$ cat src/hdl/bfsu_pkg.sv
package bfsu_pkg;

    // Frame geometry: one cell per slot, one top and one bottom motor per cell.
    localparam int CELLS  = 10;
    localparam int CHAN_W = (CELLS > 1) ? $clog2(CELLS) : 1;

    // Calibration ROM geometry.
    localparam int CAL_ROWS = 10;
    localparam int CAL_COLS = 9;

    // Pulse conversion: on-count = pulse_us * resolution * frame rate / 1e6.
    localparam longint unsigned PWM_RESOLUTION = 4096;
    localparam longint unsigned SERVO_HZ       = 50;
    localparam longint unsigned US_PER_S       = 1000000;

    localparam logic [3:0] UNKNOWN_STATE     = 4'd15;
    localparam logic [3:0] CHANGES_MAX       = 4'd15;
    localparam logic [3:0] BATCH_LIMIT_RESET = 4'd4;

    // Result kinds.
    localparam logic [1:0] KIND_WRITE  = 2'd0;
    localparam logic [1:0] KIND_PAUSE  = 2'd1;
    localparam logic [1:0] KIND_STATUS = 2'd2;

    typedef logic [0:1][0:CAL_ROWS-1][0:CAL_COLS-1][11:0] cal_table_t;

    localparam cal_table_t CAL_PULSE_US = '{
        '{
            '{12'd513, 12'd674, 12'd1001, 12'd1191, 12'd1558, 12'd1729, 12'd1997, 12'd2183, 12'd2358},
            '{12'd513, 12'd781, 12'd1030, 12'd1270, 12'd1587, 12'd1797, 12'd2046, 12'd2261, 12'd2437},
            '{12'd513, 12'd752, 12'd986,  12'd1167, 12'd1519, 12'd1704, 12'd2021, 12'd2231, 12'd2461},
            '{12'd513, 12'd586, 12'd957,  12'd1079, 12'd1475, 12'd1582, 12'd2011, 12'd2163, 12'd2329},
            '{12'd513, 12'd728, 12'd1001, 12'd1192, 12'd1470, 12'd1719, 12'd2080, 12'd2207, 12'd2422},
            '{12'd513, 12'd640, 12'd923,  12'd1099, 12'd1450, 12'd1675, 12'd1982, 12'd2168, 12'd2391},
            '{12'd513, 12'd718, 12'd1055, 12'd1279, 12'd1558, 12'd1787, 12'd2080, 12'd2310, 12'd2554},
            '{12'd513, 12'd693, 12'd952,  12'd1118, 12'd1421, 12'd1680, 12'd1973, 12'd2173, 12'd2446},
            '{12'd513, 12'd751, 12'd977,  12'd1201, 12'd1533, 12'd1831, 12'd2026, 12'd2280, 12'd2554},
            '{12'd513, 12'd605, 12'd1006, 12'd1133, 12'd1455, 12'd1727, 12'd2021, 12'd2153, 12'd2437}
        },
        '{
            '{12'd513, 12'd723, 12'd972,  12'd1118, 12'd1485, 12'd1689, 12'd2002, 12'd2222, 12'd2480},
            '{12'd513, 12'd723, 12'd972,  12'd1201, 12'd1553, 12'd1831, 12'd2134, 12'd2280, 12'd2480},
            '{12'd513, 12'd835, 12'd1050, 12'd1270, 12'd1616, 12'd1885, 12'd2075, 12'd2370, 12'd2431},
            '{12'd513, 12'd659, 12'd889,  12'd1162, 12'd1489, 12'd1774, 12'd2075, 12'd2319, 12'd2518},
            '{12'd513, 12'd864, 12'd1133, 12'd1396, 12'd1636, 12'd1963, 12'd2236, 12'd2422, 12'd2598},
            '{12'd513, 12'd762, 12'd1040, 12'd1287, 12'd1533, 12'd1880, 12'd2168, 12'd2314, 12'd2529},
            '{12'd513, 12'd711, 12'd1060, 12'd1240, 12'd1646, 12'd1934, 12'd2163, 12'd2339, 12'd2588},
            '{12'd513, 12'd718, 12'd996,  12'd1161, 12'd1455, 12'd1836, 12'd2163, 12'd2295, 12'd2515},
            '{12'd513, 12'd840, 12'd1152, 12'd1362, 12'd1636, 12'd1938, 12'd2236, 12'd2432, 12'd2588},
            '{12'd513, 12'd664, 12'd947,  12'd1147, 12'd1396, 12'd1694, 12'd2036, 12'd2202, 12'd2432}
        }
    };

    // Converts the whole calibration ROM to on-counts at elaboration.
    function automatic cal_table_t build_pwm_table();
        cal_table_t      t;
        longint unsigned us;
        t = '0;
        for (int c = 0; c < 2; c++)
        begin
            for (int r = 0; r < CAL_ROWS; r++)
            begin
                for (int s = 0; s < CAL_COLS; s++)
                begin
                    us         = longint'(CAL_PULSE_US[c][r][s]);
                    t[c][r][s] = 12'((us * PWM_RESOLUTION * SERVO_HZ) / US_PER_S);
                end
            end
        end
        return t;
    endfunction

    localparam cal_table_t PWM_TABLE = build_pwm_table();

    // Channels past the last calibrated row share that row.
    function automatic logic [11:0] pwm_for(logic ctrl, logic [3:0] chan, logic [2:0] st);
        logic [3:0] row;
        row = (int'(chan) < CAL_ROWS) ? chan : 4'(CAL_ROWS - 1);
        return PWM_TABLE[ctrl][row][st];
    endfunction

endpackage

$ cat src/hdl/bfsu_if.sv
interface bfsu_item_if;
    logic       valid;
    logic       ready;
    logic [3:0] slot;
    logic [5:0] dots;
    logic       top_write_ok;
    logic       bottom_write_ok;

    modport source (output valid, output slot, output dots, output top_write_ok,
                    output bottom_write_ok, input ready);
    modport sink   (input valid, input slot, input dots, input top_write_ok,
                    input bottom_write_ok, output ready);
endinterface

interface bfsu_result_if;
    logic        valid;
    logic        ready;
    logic [1:0]  kind;
    logic        controller;
    logic [3:0]  channel;
    logic [11:0] pwm_on;
    logic        write_accepted;
    logic        frame_applied;
    logic [31:0] failure_count;
    logic        last_of_run;

    modport source (output valid, output kind, output controller, output channel,
                    output pwm_on, output write_accepted, output frame_applied,
                    output failure_count, output last_of_run, input ready);
    modport sink   (input valid, input kind, input controller, input channel,
                    input pwm_on, input write_accepted, input frame_applied,
                    input failure_count, input last_of_run, output ready);
endinterface

interface bfsu_cfg_if;
    logic       valid;
    logic       ready;
    logic [3:0] batch_limit;

    modport source (output valid, output batch_limit, input ready);
    modport sink   (input valid, input batch_limit, output ready);
endinterface

$ cat src/hdl/braille_frame_servo_updater_core.sv
// Braille frame servo updater.
// The item channel takes one six-dot braille cell per word, tagged with its slot in
// the frame (slot 0 opens a frame, the last slot closes it). The result channel gives
// up to four words per cell, in order: top servo write, bottom servo write, settling
// pause and frame status; last_of_run marks the final word of a cell. A cell whose
// motors already hold the requested states, and which causes no pause and is not the
// last slot, gives no word at all; a slot past the end of the frame is dropped.
// The cfg channel writes the batch limit and is ready outside reset; write it only while idle.
// The first result word of a cell passes through the cell buffer and then the output register.
// Throughput: one result word per cycle while the receiver is ready; a cell gives one to four
// words, and a cell that needs nothing gives none. The single output register sets that
// rate. A cell is taken while the previous cell's last word is moving to the output register,
// so cells with one word each stream at one per cycle.
// A stalled receiver holds the output register; cells that give no word are still taken,
// and the first cell that gives a word is parked in the cell buffer, after which the item
// channel drops ready.
// Reset marks every motor state unknown, clears the failure and change counts, sets the
// frame as applied, loads a batch limit of four and empties both buffers. Both ready
// lines stay low during reset and rise once the live register is set after its release.
module braille_frame_servo_updater_core (
    input logic            clk,
    input logic            rst_n,
    bfsu_item_if.sink      item,
    bfsu_result_if.source  result,
    bfsu_cfg_if.sink       cfg
);

    // One-hot positions of the four possible words of a cell within the cell buffer.
    localparam logic [3:0] SEL_TOP    = 4'b0001;
    localparam logic [3:0] SEL_BOTTOM = 4'b0010;
    localparam logic [3:0] SEL_PAUSE  = 4'b0100;
    localparam logic [3:0] SEL_STATUS = 4'b1000;

    // Block state carried from cell to cell.
    logic        live_reg;
    logic [3:0]  batch_limit_reg;
    logic [3:0]  top_cache_reg [bfsu_pkg::CELLS];
    logic [3:0]  bot_cache_reg [bfsu_pkg::CELLS];
    logic [31:0] fail_reg;
    logic [3:0]  chg_reg;
    logic        frame_ok_reg;

    // Cell buffer: everything needed to emit the words of one accepted cell.
    logic [3:0]  mask_reg;
    logic [3:0]  mask_next;
    logic [11:0] top_pwm_reg;
    logic [11:0] bot_pwm_reg;
    logic        top_acc_reg;
    logic        bot_acc_reg;
    logic [31:0] top_fail_reg;
    logic [31:0] bot_fail_reg;
    logic [3:0]  chan_reg;
    logic        applied_reg;

    // Output register.
    logic        out_valid_reg;
    logic        out_valid_next;
    logic [1:0]  out_kind_reg;
    logic        out_ctrl_reg;
    logic [3:0]  out_chan_reg;
    logic [11:0] out_pwm_reg;
    logic        out_acc_reg;
    logic        out_applied_reg;
    logic [31:0] out_fail_reg;
    logic        out_last_reg;

    // Cell evaluation.
    logic                        accept;
    logic                        slot_ok;
    logic [3:0]                  chan_full;
    logic [bfsu_pkg::CHAN_W-1:0] chan_idx;
    logic [3:0]                  top_target;
    logic [3:0]                  bot_state;
    logic                        top_att;
    logic                        bot_att;
    logic                        top_fail;
    logic                        bot_fail;
    logic                        frame_start;
    logic [3:0]                  chg_base;
    logic [3:0]                  chg_a;
    logic [3:0]                  chg_b;
    logic                        ok_base;
    logic [31:0]                 fail_a;
    logic [31:0]                 fail_b;
    logic                        pause;
    logic                        status;
    logic [3:0]                  new_mask;

    // Word selection.
    logic [3:0]  pick;
    logic [3:0]  rest;
    logic        out_load;
    logic        move;
    logic [1:0]  sel_kind;
    logic        sel_ctrl;
    logic [3:0]  sel_chan;
    logic [11:0] sel_pwm;
    logic        sel_acc;
    logic        sel_applied;
    logic [31:0] sel_fail;

    assign cfg.ready = live_reg;

    // The motor states requested by this cell. The bottom row reads dots 4, 5, 6 as
    // its state bits from most to least significant.
    always_comb
    begin
        accept      = item.valid & item.ready;
        slot_ok     = 5'(item.slot) < 5'(bfsu_pkg::CELLS);
        chan_full   = 4'(bfsu_pkg::CELLS - 1) - item.slot;
        chan_idx    = chan_full[bfsu_pkg::CHAN_W-1:0];
        top_target  = {1'b0, item.dots[2:0]};
        bot_state   = {1'b0, item.dots[3], item.dots[4], item.dots[5]};
        frame_start = (item.slot == 4'd0);

        // A write is attempted only when the cached state differs; an unknown cache
        // entry differs from every state.
        top_att  = (top_cache_reg[chan_idx] != top_target);
        bot_att  = (bot_cache_reg[chan_idx] != bot_state);
        top_fail = top_att & ~item.top_write_ok;
        bot_fail = bot_att & ~item.bottom_write_ok;

        // A new frame restarts the change count and the applied flag.
        chg_base = frame_start ? 4'd0 : chg_reg;
        ok_base  = frame_start ? 1'b1 : frame_ok_reg;

        // The change count saturates rather than wrapping.
        chg_a = (top_att && chg_base != bfsu_pkg::CHANGES_MAX) ? chg_base + 4'd1 : chg_base;
        chg_b = (bot_att && chg_a != bfsu_pkg::CHANGES_MAX) ? chg_a + 4'd1 : chg_a;

        fail_a = fail_reg + 32'(top_fail);
        fail_b = fail_a + 32'(bot_fail);

        pause    = (chg_b >= batch_limit_reg);
        status   = (item.slot == 4'(bfsu_pkg::CELLS - 1));
        new_mask = {status, pause, bot_att, top_att};
    end

    // The lowest pending word goes next; it is the last of its cell when nothing
    // remains behind it.
    always_comb
    begin
        pick     = mask_reg & (~mask_reg + 4'd1);
        rest     = mask_reg & ~pick;
        out_load = ~out_valid_reg | result.ready;
        move     = out_load & (|mask_reg);
    end

    // A new cell may enter when the buffer is empty or its last word leaves now.
    assign item.ready = live_reg & ((mask_reg == 4'd0) | (move & (rest == 4'd0)));

    always_comb
    begin
        mask_next = mask_reg;
        if (move)
        begin
            mask_next = rest;
        end
        if (accept)
        begin
            mask_next = slot_ok ? new_mask : 4'd0;
        end

        if (move)
        begin
            out_valid_next = 1'b1;
        end
        else if (result.ready)
        begin
            out_valid_next = 1'b0;
        end
        else
        begin
            out_valid_next = out_valid_reg;
        end
    end

    // Payload of the selected word. Pause and status report the failure count after
    // both writes of the cell.
    always_comb
    begin
        sel_kind    = bfsu_pkg::KIND_WRITE;
        sel_ctrl    = 1'b0;
        sel_chan    = 4'd0;
        sel_pwm     = 12'd0;
        sel_acc     = 1'b0;
        sel_applied = 1'b0;
        sel_fail    = bot_fail_reg;
        unique case (pick)
            SEL_TOP:
            begin
                sel_chan = chan_reg;
                sel_pwm  = top_pwm_reg;
                sel_acc  = top_acc_reg;
                sel_fail = top_fail_reg;
            end
            SEL_BOTTOM:
            begin
                sel_ctrl = 1'b1;
                sel_chan = chan_reg;
                sel_pwm  = bot_pwm_reg;
                sel_acc  = bot_acc_reg;
            end
            SEL_PAUSE:
            begin
                sel_kind = bfsu_pkg::KIND_PAUSE;
            end
            SEL_STATUS:
            begin
                sel_kind    = bfsu_pkg::KIND_STATUS;
                sel_applied = applied_reg;
            end
            default:
            begin
                sel_kind = bfsu_pkg::KIND_WRITE;
            end
        endcase
    end

    // Control and block state.
    always_ff @(posedge clk or negedge rst_n)
    begin
        if (!rst_n)
        begin
            live_reg        <= 1'b0;
            batch_limit_reg <= bfsu_pkg::BATCH_LIMIT_RESET;
            fail_reg        <= 32'd0;
            chg_reg         <= 4'd0;
            frame_ok_reg    <= 1'b1;
            mask_reg        <= 4'd0;
            out_valid_reg   <= 1'b0;
            for (int i = 0; i < bfsu_pkg::CELLS; i++)
            begin
                top_cache_reg[i] <= bfsu_pkg::UNKNOWN_STATE;
                bot_cache_reg[i] <= bfsu_pkg::UNKNOWN_STATE;
            end
        end
        else
        begin
            live_reg      <= 1'b1;
            mask_reg      <= mask_next;
            out_valid_reg <= out_valid_next;
            if (cfg.valid && cfg.ready)
            begin
                batch_limit_reg <= cfg.batch_limit;
            end
            if (accept && slot_ok)
            begin
                fail_reg     <= fail_b;
                chg_reg      <= pause ? 4'd0 : chg_b;
                frame_ok_reg <= ok_base & ~top_fail & ~bot_fail;
                // Only an acknowledged write updates the cached motor state.
                if (top_att && item.top_write_ok)
                begin
                    top_cache_reg[chan_idx] <= top_target;
                end
                if (bot_att && item.bottom_write_ok)
                begin
                    bot_cache_reg[chan_idx] <= bot_state;
                end
            end
        end
    end

    // Payload registers of the cell buffer and the output stage.
    always_ff @(posedge clk)
    begin
        if (accept)
        begin
            top_pwm_reg  <= bfsu_pkg::pwm_for(1'b0, chan_full, top_target[2:0]);
            bot_pwm_reg  <= bfsu_pkg::pwm_for(1'b1, chan_full, bot_state[2:0]);
            top_acc_reg  <= item.top_write_ok;
            bot_acc_reg  <= item.bottom_write_ok;
            top_fail_reg <= fail_a;
            bot_fail_reg <= fail_b;
            chan_reg     <= chan_full;
            applied_reg  <= ok_base & ~top_fail & ~bot_fail;
        end
        if (move)
        begin
            out_kind_reg    <= sel_kind;
            out_ctrl_reg    <= sel_ctrl;
            out_chan_reg    <= sel_chan;
            out_pwm_reg     <= sel_pwm;
            out_acc_reg     <= sel_acc;
            out_applied_reg <= sel_applied;
            out_fail_reg    <= sel_fail;
            out_last_reg    <= (rest == 4'd0);
        end
    end

    assign result.valid          = out_valid_reg;
    assign result.kind           = out_kind_reg;
    assign result.controller     = out_ctrl_reg;
    assign result.channel        = out_chan_reg;
    assign result.pwm_on         = out_pwm_reg;
    assign result.write_accepted = out_acc_reg;
    assign result.frame_applied  = out_applied_reg;
    assign result.failure_count  = out_fail_reg;
    assign result.last_of_run    = out_last_reg;

`ifndef SYNTH
    // A new cell is only taken when at most one word of the previous one is pending.
    a_ready_buffer: assert property (@(posedge clk) disable iff (!rst_n)
        item.ready |-> $countones(mask_reg) <= 1)
        else $error("cell taken while several words still pending");

    // The frame status word always closes the words of its cell.
    a_status_last: assert property (@(posedge clk) disable iff (!rst_n)
        (result.valid && result.kind == bfsu_pkg::KIND_STATUS) |-> result.last_of_run)
        else $error("frame status word not marked last");

    // One cell can add at most two refused writes.
    a_fail_step: assert property (@(posedge clk) disable iff (!rst_n)
        1'b1 |=> (fail_reg == $past(fail_reg)) || (fail_reg == $past(fail_reg) + 32'd1)
                 || (fail_reg == $past(fail_reg) + 32'd2))
        else $error("failure count jumped by more than two");

    // Writes only target channels of the frame.
    a_write_chan: assert property (@(posedge clk) disable iff (!rst_n)
        (result.valid && result.kind == bfsu_pkg::KIND_WRITE)
        |-> 5'(result.channel) < 5'(bfsu_pkg::CELLS))
        else $error("write to a channel outside the frame");
`endif

endmodule
$ cat src/flat_wrapper.sv
// flat-port wrapper written by rule: the top's interface ports become plain ports
module braille_frame_servo_updater_core_flat 
  (clk, rst_n, item_valid, item_slot, item_dots, item_top_write_ok, item_bottom_write_ok, item_ready, result_valid, result_kind, result_controller, result_channel, result_pwm_on, result_write_accepted, result_frame_applied, result_failure_count, result_last_of_run, result_ready, cfg_valid, cfg_batch_limit, cfg_ready);
  bfsu_item_if item_i ();
  bfsu_result_if result_i ();
  bfsu_cfg_if cfg_i ();
  input logic clk;
  input logic rst_n;
  input wire logic [$bits(item_i.valid)-1:0] item_valid;
  input wire logic [$bits(item_i.slot)-1:0] item_slot;
  input wire logic [$bits(item_i.dots)-1:0] item_dots;
  input wire logic [$bits(item_i.top_write_ok)-1:0] item_top_write_ok;
  input wire logic [$bits(item_i.bottom_write_ok)-1:0] item_bottom_write_ok;
  output wire logic [$bits(item_i.ready)-1:0] item_ready;
  output wire logic [$bits(result_i.valid)-1:0] result_valid;
  output wire logic [$bits(result_i.kind)-1:0] result_kind;
  output wire logic [$bits(result_i.controller)-1:0] result_controller;
  output wire logic [$bits(result_i.channel)-1:0] result_channel;
  output wire logic [$bits(result_i.pwm_on)-1:0] result_pwm_on;
  output wire logic [$bits(result_i.write_accepted)-1:0] result_write_accepted;
  output wire logic [$bits(result_i.frame_applied)-1:0] result_frame_applied;
  output wire logic [$bits(result_i.failure_count)-1:0] result_failure_count;
  output wire logic [$bits(result_i.last_of_run)-1:0] result_last_of_run;
  input wire logic [$bits(result_i.ready)-1:0] result_ready;
  input wire logic [$bits(cfg_i.valid)-1:0] cfg_valid;
  input wire logic [$bits(cfg_i.batch_limit)-1:0] cfg_batch_limit;
  output wire logic [$bits(cfg_i.ready)-1:0] cfg_ready;
  assign item_i.valid = item_valid;
  assign item_i.slot = item_slot;
  assign item_i.dots = item_dots;
  assign item_i.top_write_ok = item_top_write_ok;
  assign item_i.bottom_write_ok = item_bottom_write_ok;
  assign item_ready = item_i.ready;
  assign result_valid = result_i.valid;
  assign result_kind = result_i.kind;
  assign result_controller = result_i.controller;
  assign result_channel = result_i.channel;
  assign result_pwm_on = result_i.pwm_on;
  assign result_write_accepted = result_i.write_accepted;
  assign result_frame_applied = result_i.frame_applied;
  assign result_failure_count = result_i.failure_count;
  assign result_last_of_run = result_i.last_of_run;
  assign result_i.ready = result_ready;
  assign cfg_i.valid = cfg_valid;
  assign cfg_i.batch_limit = cfg_batch_limit;
  assign cfg_ready = cfg_i.ready;
  braille_frame_servo_updater_core u_core (.clk(clk), .rst_n(rst_n), .item(item_i), .result(result_i), .cfg(cfg_i));
endmodule
$ cat config.mk
export PLATFORM = sky130hd
export DESIGN_NAME = braille_frame_servo_updater_core_flat
export DESIGN_NICKNAME = d
export VERILOG_FILES = /design/src/hdl/bfsu_pkg.sv /design/src/hdl/bfsu_if.sv /design/src/hdl/braille_frame_servo_updater_core.sv /design/src/flat_wrapper.sv
export SDC_FILE = /design/constraint.sdc
export NUM_CORES = 1
export LEC_CHECK = 0
export ABC_AREA = 1
export BUFFER_PORTS_ARGS = -buffer_cell sky130_fd_sc_hd__buf_2
export CELL_PAD_IN_SITES_DETAIL_PLACEMENT = 0
export CELL_PAD_IN_SITES_GLOBAL_PLACEMENT = 1
export CORE_MARGIN = 2
export CORE_UTILIZATION = 35
export DETAILED_ROUTE_END_ITERATION = 12
export GPL_ROUTABILITY_DRIVEN = 0
export MAX_ROUTING_LAYER = met4
export PLACE_DENSITY_LB_ADDON = 0.3
export SETUP_SLACK_MARGIN = 0.5
export SYNTH_ARGS = -nofsm -noshare
export SYNTH_HDL_FRONTEND = slang
export SYNTH_SLANG_ARGS = --single-unit
$ cat constraint.sdc
create_clock -name clk -period 7.2 [get_ports clk]
set_input_delay 0.36 -clock clk [delete_from_list [all_inputs] [get_ports clk]]
set_output_delay 0.36 -clock clk [all_outputs]
set_load 0.005 [all_outputs]
==> qor.csv, run 1 <==
stage,metric,value,unit
die,core,0.0408,mm²
die,initial_core_util,0.355,
yosys,avgSynthCellArea,8.63,µm²
placement,dpl-instance-area,0.0153,mm²
layout,final_cell_area,0.0164,mm²
grt,grt_pass1_vias,11600,
worst_setup_path,ff2ff_path_depth,26,
routing,avgRoutedWirePerCell,17.8,µm
clock_network,cts_htree_levels,1,
routing,ant_nets,0,
sta,drv_slew,0,
clock_network,clk_latency,0.58,ns
layout,n_fill_cell,4206,
min_path,min_path_cells,2,
layout,utilization,0.402,
grt,grt.total_usage,0.196,
worst_setup_path,r2r-end,u_core.bot_fail_reg[19],
placement,pre_cts_ws,1.56,ns
sta,setup_ws,2.21,ns
yosys,synth_ff_type,edfxtp_1,
clock_network,postCtsSetupRepairBufs,0,
sta,clock_skew,0.0214,ns
sta,max-slew-margin-rel,0.362,
grt,grt_max_degree,71,
clock_network,cts.path.max_buffers,3,
yosys,synth_edf_count,140,
sta,fin_crit_sh,0.693,
sta,grt_setup_unrepaired,no,
clock_network,clk_pin_slew,0.06,ns
yosys,synth_top_area_cell,edfxtp_1,
routing,num_vias,11600,
worst_setup_path,worstPathMaxFanout,19,
sta,worst_pin_slew,0.956,ns
yosys,synth_cell_type_count,60,
yosys,synthTopCellsByArea,"edfxtp_1, dfstp_2, nand2_1, dfrtp_1, inv_1",
grt,grt-ovfl-total,0,
yosys,syn_inst,1678,
clock_network,postCtsHoldBufs,3,
die,num_rows,74,
layout,antennaDiodeCount,0,
clock_network,root_buffer,clkbuf_16,
yosys,synth_top_cell_area_share,0.290,
yosys,async_reset_ff_frac,0.476,
worst_setup_path,reg2reg_slack,2.94,ns
clock_network,cts.sinks,267,
yosys,yosys_warnings,0,
routing,routed_wirelength,40900,µm
routing,vias_per_cell,5.05,
worst_setup_path,worst_ep_required_time,7.51,ns
worst_setup_path,r2r-start,u_core.top_cache_reg[13],
sta,hold_viol_final,0,
layout,drive_gt1_frac,0.182,
outcome,run_status,"finished, final reports clean",
layout,nNetsFinal,1781,
grt,grt_antenna_before_repair,0,
power_and_ir_drop,power.total,5490,µW
die,die_w,207,µm
yosys,synth_seq_area_share,0.517,
die,dieHeight,207,µm
yosys,synth_area,0.0145,mm²
sta,min_period,4.99,ns
placement,portBuffers,74,
layout,syn2layout_area_growth,13.4,%
run,drv_cap,0,
die,dieArea,0.0430,mm²
clock_network,cts_tree,yes,
sta,setup_violations,0,
worst_setup_path,crit_type,in2reg,
yosys,ys_ff_latch,267,
min_path,holdPathEnd,u_core.batch_limit_reg[0],
placement,dp_hpwl,29600,µm
grt,grt_pass1_wl,65200,µm
die,ioPinCount,78,
worst_setup_path,crit_path_end_kind,flip-flop,
clock_network,cts-resized-gates,0,
power_and_ir_drop,vdd_drop_max,199,µV
min_path,hold_path.startpoint,cfg_batch_limit[0],
routing,drtIter0Drc,907,
clock_network,numCtsBuffers,31,
worst_setup_path,arrival,5.30,ns
power_and_ir_drop,total_leakage_power,0.00694,µW
worst_setup_path,cp-start-kind,primary input,
routing,first_pass_iters,7,
sta,fin_tns_setup,0,ns
power_and_ir_drop,power_density,334,mW/mm²
routing,drc,0,
min_path,hold_path_class,in2reg,
sta,fmax,0.200,GHz
-- per-layer routing --
layer | wire (µm) | vias to the layer above | GRT usage
met5 | 0 | - | -
met4 | 1180 | 0 | 0.0626
met3 | 1890 | 77 | 0.0244
met2 | 19500 | 342 | 0.321
met1 | 18300 | 5537 | 0.252
li1 | - | 5657 | -
-- synth_stat cells, drive strengths merged, types with 3 or more instances --
library cell    n
nand2         585
inv           166
nor2          164
edfxtp        140
o21ai         132
dfstp          82
nand3          63
dfrtp          45
nand4          40
xor2           39
clkbuf         32
a21oi          28
nor3           27
buf            23
ha             17
a31oi          13
a22o           10
a22oi           9
nor4            8
nand3b          5
a211oi          4
clkinv          4
nor3b           4
o211ai          4
o22ai           4
o311ai          4
or2             4
xnor2           4
and2            3
o32ai           3
-- worst max path at each step --
stage	slack (ns)	end	from	cells past startpoint
6_report	2.21	u_core.bot_fail_reg[26]	item_slot[1]	28
3_5_place_dp	1.56	u_core.bot_fail_reg[26]	item_slot[1]	28
3_3_place_gp	1.55	u_core.bot_fail_reg[26]	item_slot[1]	28
5_1_grt	1.76	u_core.bot_fail_reg[19]	item_slot[0]	27
2_1_floorplan	1.60	u_core.applied_reg	u_core.mask_reg[1]	8
4_1_cts	2.16	u_core.bot_fail_reg[26]	item_slot[1]	28
-- worst max-delay path: stages --
cell	delay [ns]
buf_2	0.28
inv_2	0.21
ha_1	0.53
inv_2	0.14
nor2_4	0.40
inv_2	0.27
a21oi_1	0.20
a21oi_1	0.08
nand3_1	0.08
nand2_1	0.08
nand2_1	0.11
nor2_4	0.06
inv_2	0.39
nand2_2	0.10
inv_1	0.08
ha_1	0.21
ha_1	0.16
inv_1	0.07
nor3_4	0.25
nand3_4	0.14
nor2_4	0.24
nand2_2	0.13
nor2_4	0.15
nand2_2	0.10
nor2_4	0.14
nand2_2	0.10
o21ai_1	0.13
nand2_1	0.07
-- per-stage QoR --
step	hold slack, ns	instances
floorplan	0.0644	1680
global placement	0.440	2239
detailed placement	0.442	2239
CTS	0.00385	2299
global route	0.0233	2299
finish	0.0363	2299
-- where the power goes --
part | switching, µW | leakage [µW] | internal, µW
logic | 1050 | 0.00365 | 460
registers | 161 | 0.00277 | 2190
clock network | 635 | 0.000520 | 989
total | 1850 | 0.00694 | 3640
-- cells in the final DEF (no fill, tap or decap), types with 17 or more instances in the layout --
| cell | instances |
|---|---|
| nand2_1 | 561 |
| a21oi_1 | 26 |
| ha_1 | 17 |
| clkbuf_16 | 31 |
| nor2_4 | 17 |
| xor2_1 | 36 |
| nor3_1 | 19 |
| inv_2 | 18 |
| dfrtp_1 | 45 |
| nand4_1 | 32 |
| edfxtp_1 | 140 |
| dfstp_2 | 82 |
| nand3_1 | 57 |
| nand2_2 | 24 |
| inv_1 | 147 |
| nor2_1 | 133 |
| buf_2 | 73 |
| o21ai_0 | 110 |
| o21ai_1 | 22 |
-- final cells by class --
cell class | instances | area, µm² | area share
sequential | 267 | 7480 | 0.456
multi-input combinational | 1188 | 6110 | 0.372
clock buffer | 38 | 822 | 0.0501
tap | 532 | 666 | 0.0405
inverter | 170 | 641 | 0.0390
timing repair buffer | 85 | 463 | 0.0282
clock inverter | 19 | 233 | 0.0142
-- kinds of logic after synthesis --
| family | share of synthesized area |
|---|---|
| DFF | 0.517 |
| xor gates and xnor gates | 0.0283 |
| and+or+nand+nor | 0.289 |
| AOI/OAI and AO/OA | 0.0877 |
| adders and majority gates | 0.0147 |
| muxes | 0.000778 |
| buffers and inverters | 0.0623 |
| other | 0.000519 |
Power figures use the tool's default switching activity.
==> run 2, diff against run 1 <==
clock period = 4.1 ns   (was 7.2 ns; I/O delays follow)
==> run 2 against run 1 <==
Non-clock buffer count rose by 85; clock power rose by 76%; flip-flop and latch count did not move; via count rose by 3.4%; wire length rose by 3.9%; hold slack improved by 0.021 ns; design area rose by 7.8%; total power rose by 84%; critical path type is now reg2reg; critical endpoint unchanged; highest routed layer unchanged.
==> qor.csv, run 2 (synthesis results as in run 1) <==
stage,metric,value,unit,change
outcome,run_status,"finished, final reports clean",,
worst_setup_path,crit_path_end_kind,flip-flop,,
worst_setup_path,critPathSlowestCell,dfstp_2,,
sta,fin_crit_sh,0.884,,
die,dieArea,0.0430,mm²,unchanged
grt,grt_antenna_before_repair,0,,unchanged
grt,grt-ovfl-total,0,,unchanged
power_and_ir_drop,power_density,569,mW/mm²,+70%
die,num_rows,74,,unchanged
power_and_ir_drop,power.total,10100,µW,+84%
routing,avgRoutedWirePerCell,17.8,µm,+0.15%
grt,grt_pass1_vias,11800,,+1.6%
routing,num_vias,12000,,+3.4%
worst_setup_path,cpPeakStageDelay,0.53,ns,about the same
routing,vias_per_cell,5.04,,-0.29%
sta,drv_slew,0,,unchanged
layout,n_fill_cell,4056,,-3.6%
die,core,0.0408,mm²,unchanged
run,drv_cap,0,,unchanged
min_path,hold_path_class,in2reg,,
routing,drtIter0Drc,781,,-14%
sta,max-slew-margin-rel,0.489,,+0.127
die,dieHeight,207,µm,unchanged
sta,grt_setup_unrepaired,yes,,
clock_network,clk_pin_slew,0.06,ns,about the same
clock_network,root_buffer,clkbuf_16,,
layout,seqCellArea,0.00749,mm²,about the same
clock_network,cts.path.max_buffers,3,,unchanged
placement,portBuffers,74,,unchanged
sta,hold_viol_final,0,,unchanged
layout,layout_common_cells,"nand2_1, inv_1, edfxtp_1, nor2_1, o21ai_0",,
clock_network,numCtsBuffers,30,,-3.2%
worst_setup_path,worstPathMaxFanout,4,,-15
worst_setup_path,cp-start-kind,flip-flop,,
grt,grt.total_usage,0.201,,+0.00553
die,ioPinCount,78,,unchanged
worst_setup_path,crit_type,reg2reg,,
layout,drive_gt1_frac,0.271,,+0.0890
sta,fin_tns_setup,0,ns,unchanged
routing,routed_wirelength,42400,µm,+3.9%
grt,grt_max_degree,76,,+7.0%
sta,clock_skew,0.0162,ns,-0.00519 ns
die,initial_core_util,0.355,,unchanged
clock_network,clk_latency,0.57,ns,about the same
sta,worst_pin_slew,0.766,ns,-0.190 ns
layout,multi_input_area,0.00668,mm²,+9.4%
layout,mostFrequentLayoutCell,nand2_1,,
worst_setup_path,arrival,3.95,ns,-1.35 ns
worst_setup_path,worst_ep_required_time,4.42,ns,-3.09 ns
placement,dp_hpwl,30300,µm,+2.3%
sta,fmax,0.276,GHz,
layout,syn2layout_area_growth,22.2,%,
die,die_w,207,µm,unchanged
clock_network,cts_tree,yes,,
power_and_ir_drop,total_leakage_power,0.00755,µW,+8.8%
sta,setup_violations,0,,unchanged
layout,nNetsFinal,1865,,+4.7%
power_and_ir_drop,vdd_drop_max,405,µV,+100%
routing,drc,0,,unchanged
sta,min_period,3.63,ns,
grt,grt_pass1_wl,67200,µm,+3.1%
clock_network,cts.sinks,267,,unchanged
routing,first_pass_iters,7,,unchanged
clock_network,cts_htree_levels,1,,unchanged
routing,ant_nets,0,,unchanged
-- run 2: changes by cell type in the layout (fill, tap and decap cells not counted), moves of 9 or more --
cell,change
nand3_1,-10
xor2_1,-11
nor2_4,+13
xor2_2,+9
nand2_4,+12
buf_4,+76
nand2_2,+27
nand2_1,-39
nor2_1,-15
-- run 2: stage by stage --
stage                     hold WS, ns  instance area (µm²)  cells  setup WS [ns]   util
final                          0.0575                17700   2384          0.475  0.434
after global routing           0.0827                17700   2383          0.191  0.433
after CTS                      0.0276                17300   2368          0.481  0.423
after detailed placement        0.314                15900   2292        -0.0128  0.388
after global placement          0.310                15900   2292         0.0450  0.388
after floorplan               -0.0906                14600   1680          0.404      -
-- run 2: worst paths after layout --
kind / startpoint / endpoint / slack, ns / depth (start not counted)
setup reg to reg: u_core.top_cache_reg[28] / u_core.bot_fail_reg[26] / 0.47 / 29
hold reg to reg: u_core.top_cache_reg[23] / u_core.top_cache_reg[23] / 0.45 / 2
setup / recovery: u_core.top_cache_reg[28] / u_core.bot_fail_reg[26] / 0.47 / 29
max in group asynchronous: rst_n / u_core.bot_cache_reg[30] / 2.96 / 3
hold / removal: cfg_valid / u_core.batch_limit_reg[1] / 0.06 / 3
min in group asynchronous: rst_n / u_core.chg_reg[3] / 0.25 / 2
-- run 2: worst max-delay path, delay by kind of cell (launching register included) --
family	cells	cell delay [ns]
AOI/OAI and AO/OA	1	0.12
xor gates and xnor gates	1	0.17
DFF	1	0.53
adders and majority gates	2	0.34
and+or+nand+nor	22	1.94
buffers and inverters	3	0.29
-- run 2: layout make-up --
type                    instances  share of cell area
flip-flops and latches        267               0.423
multi-input cells            1188               0.378
repair buffers                170              0.0643
clock buffers                  41              0.0505
well taps                     532              0.0376
inverters                     170              0.0373
clock inverters                15             0.00968
diodes                          1            0.000141
-- run 2: power breakdown --
group | switching [µW] | internal (µW)
clock | 1140 | 1710
combinational | 2060 | 1020
sequential | 291 | 3850
-- run 2: layer usage --
metal,vias up,GRT usage,part of all wire
met4,0,0.0608,0.030
met3,87,0.0241,0.053
met2,414,0.305,0.45
met1,5689,0.282,0.47
li1,5817,-,-
met5,-,-,0
-- run 2: what timing repair did --
item                                    in CTS  in global routing
hold endpoints to repair                    20                  0
endpoints found under the setup margin      32                 46
buffers inserted                            12                 15
hold buffers                                 8                  0
cloned                                       0                  0
pin swaps                                   19                 39
gates resized for setup                     37                 78
==> run 3, diff against run 2 <==
==> constraint.sdc (replaced) <==
create_clock -name clk -period 4.1 [get_ports clk]
set_input_delay 0.41 -clock clk [delete_from_list [all_inputs] [get_ports clk]]
set_output_delay 0.41 -clock clk [all_outputs]
set_load 0.005 [all_outputs]
==> run 3 against run 2 <==
Combinational power about the same; maximum frequency down 2.2%; global-route usage down 0.58 points; design area up 0.53%; via count down 0.20%; wire length down 1.7%; final cell count up 0.21%; first-iteration DRC count up 20%; total power up 0.95%; non-clock buffer count up 6; die area unchanged; largest cell class unchanged; highest routed layer unchanged.
==> qor.csv, run 3 (synthesis results as in run 1) <==
stage,metric,value,unit,change
outcome,run_status,"finished, final reports clean",,
layout,layout_common_cells,"nand2_1, inv_1, edfxtp_1, nor2_1, o21ai_0",,
die,dieArea,0.0430,mm²,unchanged
sta,hold_viol_final,0,,unchanged
sta,drv_slew,0,,unchanged
die,core,0.0408,mm²,unchanged
layout,mostFrequentLayoutCell,nand2_1,,
sta,fmax,0.270,GHz,-2.2%
sta,max-slew-margin-rel,0.282,,-0.207
die,initial_core_util,0.355,,unchanged
worst_setup_path,crit_type,in2reg,,
worst_setup_path,critical-path-top-cell-by-count,nand2_4,,
routing,first_pass_iters,6,,-1
worst_setup_path,cp-start-kind,primary input,,
die,num_rows,74,,unchanged
worst_setup_path,worst_ep_required_time,4.42,ns,about the same
sta,grt_setup_unrepaired,yes,,
placement,portBuffers,74,,unchanged
min_path,hold_path_class,in2reg,,
worst_setup_path,arrival,4.03,ns,+0.08 ns
layout,syn2layout_area_growth,22.9,%,
die,die_w,207,µm,unchanged
routing,avgRoutedWirePerCell,17.5,µm,-1.9%
routing,drc,0,,unchanged
worst_setup_path,cp_top_family,simple AND/OR/NAND/NOR gates,,
routing,routed_wirelength,41700,µm,-1.7%
routing,vias_per_cell,5.02,,-0.41%
clock_network,numCtsBuffers,30,,unchanged
clock_network,clk_pin_slew,0.07,ns,about the same
placement,dp_hpwl,29800,µm,-1.5%
worst_setup_path,critPathSlowestCell,xor2_2,,
grt,grt.total_usage,0.195,,-0.00580
layout,antennaDiodeCount,0,,-1
routing,num_vias,12000,,-0.20%
layout,nNetsFinal,1871,,+0.32%
routing,ant_nets,0,,unchanged
sta,min_period,3.71,ns,+0.0826 ns
sta,fin_crit_sh,0.904,,+0.0201
sta,clock_skew,0.0146,ns,-0.00162 ns
power_and_ir_drop,vdd_drop_max,376,µV,-7.2%
worst_setup_path,cpPeakStageDelay,0.21,ns,-0.32 ns
clock_network,root_buffer,clkbuf_16,,
clock_network,cts.path.max_buffers,3,,unchanged
grt,grt_antenna_before_repair,0,,unchanged
grt,grt_pass1_wl,65200,µm,-3.0%
worst_setup_path,worstPathMaxFanout,5,,+1
grt,grt_pass1_vias,11600,,-1.7%
clock_network,cts_htree_levels,1,,unchanged
placement,pre_cts_ws,-0.113,ns,-0.101 ns
clock_network,clk_latency,0.57,ns,about the same
power_and_ir_drop,power_density,572,mW/mm²,+0.42%
worst_setup_path,critPathBufInv,5,,+2
run,drv_cap,0,,unchanged
die,dieHeight,207,µm,unchanged
sta,setup_ws,0.392,ns,-0.0826 ns
worst_setup_path,crit_path_end_kind,flip-flop,,
routing,drtIter0Drc,938,,+20%
sta,setup_violations,0,,unchanged
grt,grt-ovfl-total,0,,unchanged
die,ioPinCount,78,,unchanged
sta,worst_pin_slew,1.07,ns,+0.307 ns
clock_network,cts.sinks,267,,unchanged
clock_network,cts_tree,yes,,
grt,grt_max_degree,74,,-2.6%
layout,drive_gt1_frac,0.283,,+0.0115
power_and_ir_drop,total_leakage_power,0.00764,µW,+1.2%
layout,utilization,0.436,,+0.00230
==> run 3: layout make-up <==
class / count / area [µm²]
Sequential cell: 267 / 7490
Clock inverter: 19 / 219
Fill cell: 3992 / 23000
Multi-Input combinational cell: 1188 / 6700
Timing Repair Buffer: 176 / 1190
Tap cell: 532 / 666
Inverter: 170 / 661
Clock buffer: 37 / 875
==> run 3: final timing paths <==
path	from	slack (ns)	depth (start not counted)	to
setup / recovery	item_slot[1]	0.39	31	u_core.bot_fail_reg[26]
hold / removal	result_ready	0.04	2	u_core.result.valid
setup reg to reg	u_core.top_cache_reg[17]	0.40	28	u_core.bot_fail_reg[26]
hold reg to reg	u_core.top_cache_reg[15]	0.45	2	u_core.top_cache_reg[15]
max in group asynchronous	rst_n	2.72	3	u_core.bot_cache_reg[7]
min in group asynchronous	rst_n	0.48	2	u_core.chg_reg[3]
==> run 3: metal layers <==
layer,global-route usage,share of wire,up-vias
li1,-,-,5831
met1,0.275,0.47,5641
met2,0.290,0.44,435
met3,0.0303,0.061,76
met4,0.0596,0.028,0
met5,-,0,-
==> run 3: timing repair <==
item                                   in CTS  in global routing
hold buffers                                1                  0
pin swaps                                   9                 60
buffers inserted                            3                 17
setup endpoints to repair                  28                 46
endpoints found under the hold margin       9                  0
gates resized for setup                     9                107
==> run 3: worst reg2reg max path: cells and delay by family (launching register included) <==
family | cells | cell delay, ns
compound gates | 1 | 0.14
xor+xnor | 1 | 0.21
fa+ha+maj | 2 | 0.30
buf+inv | 1 | 0.07
flops | 1 | 0.53
simple gates | 23 | 2.21
==> run 3: report_power, final <==
| group | switching [µW] | leakage, µW | internal (µW) |
|---|---|---|---|
| combinational | 2070 | 0.00433 | 1040 |
| sequential | 294 | 0.00277 | 3850 |
| clock | 1150 | 0.000536 | 1770 |
| total | 3510 | 0.00764 | 6660 |
==> run 3: per-stage QoR <==
step	instance area, µm²	cells	hold slack, ns	total power, µW	setup TNS [ns]
2_1_floorplan	14700	1680	0.114	5960	0
3_3_place_gp	16100	2312	0.440	7060	-0.0323
3_5_place_dp	16100	2312	0.442	7100	-1.52
4_1_cts	17200	2372	0.00144	10100	0
5_1_grt	17800	2389	0.0480	10800	0
6_report	17800	2389	0.0390	10200	0
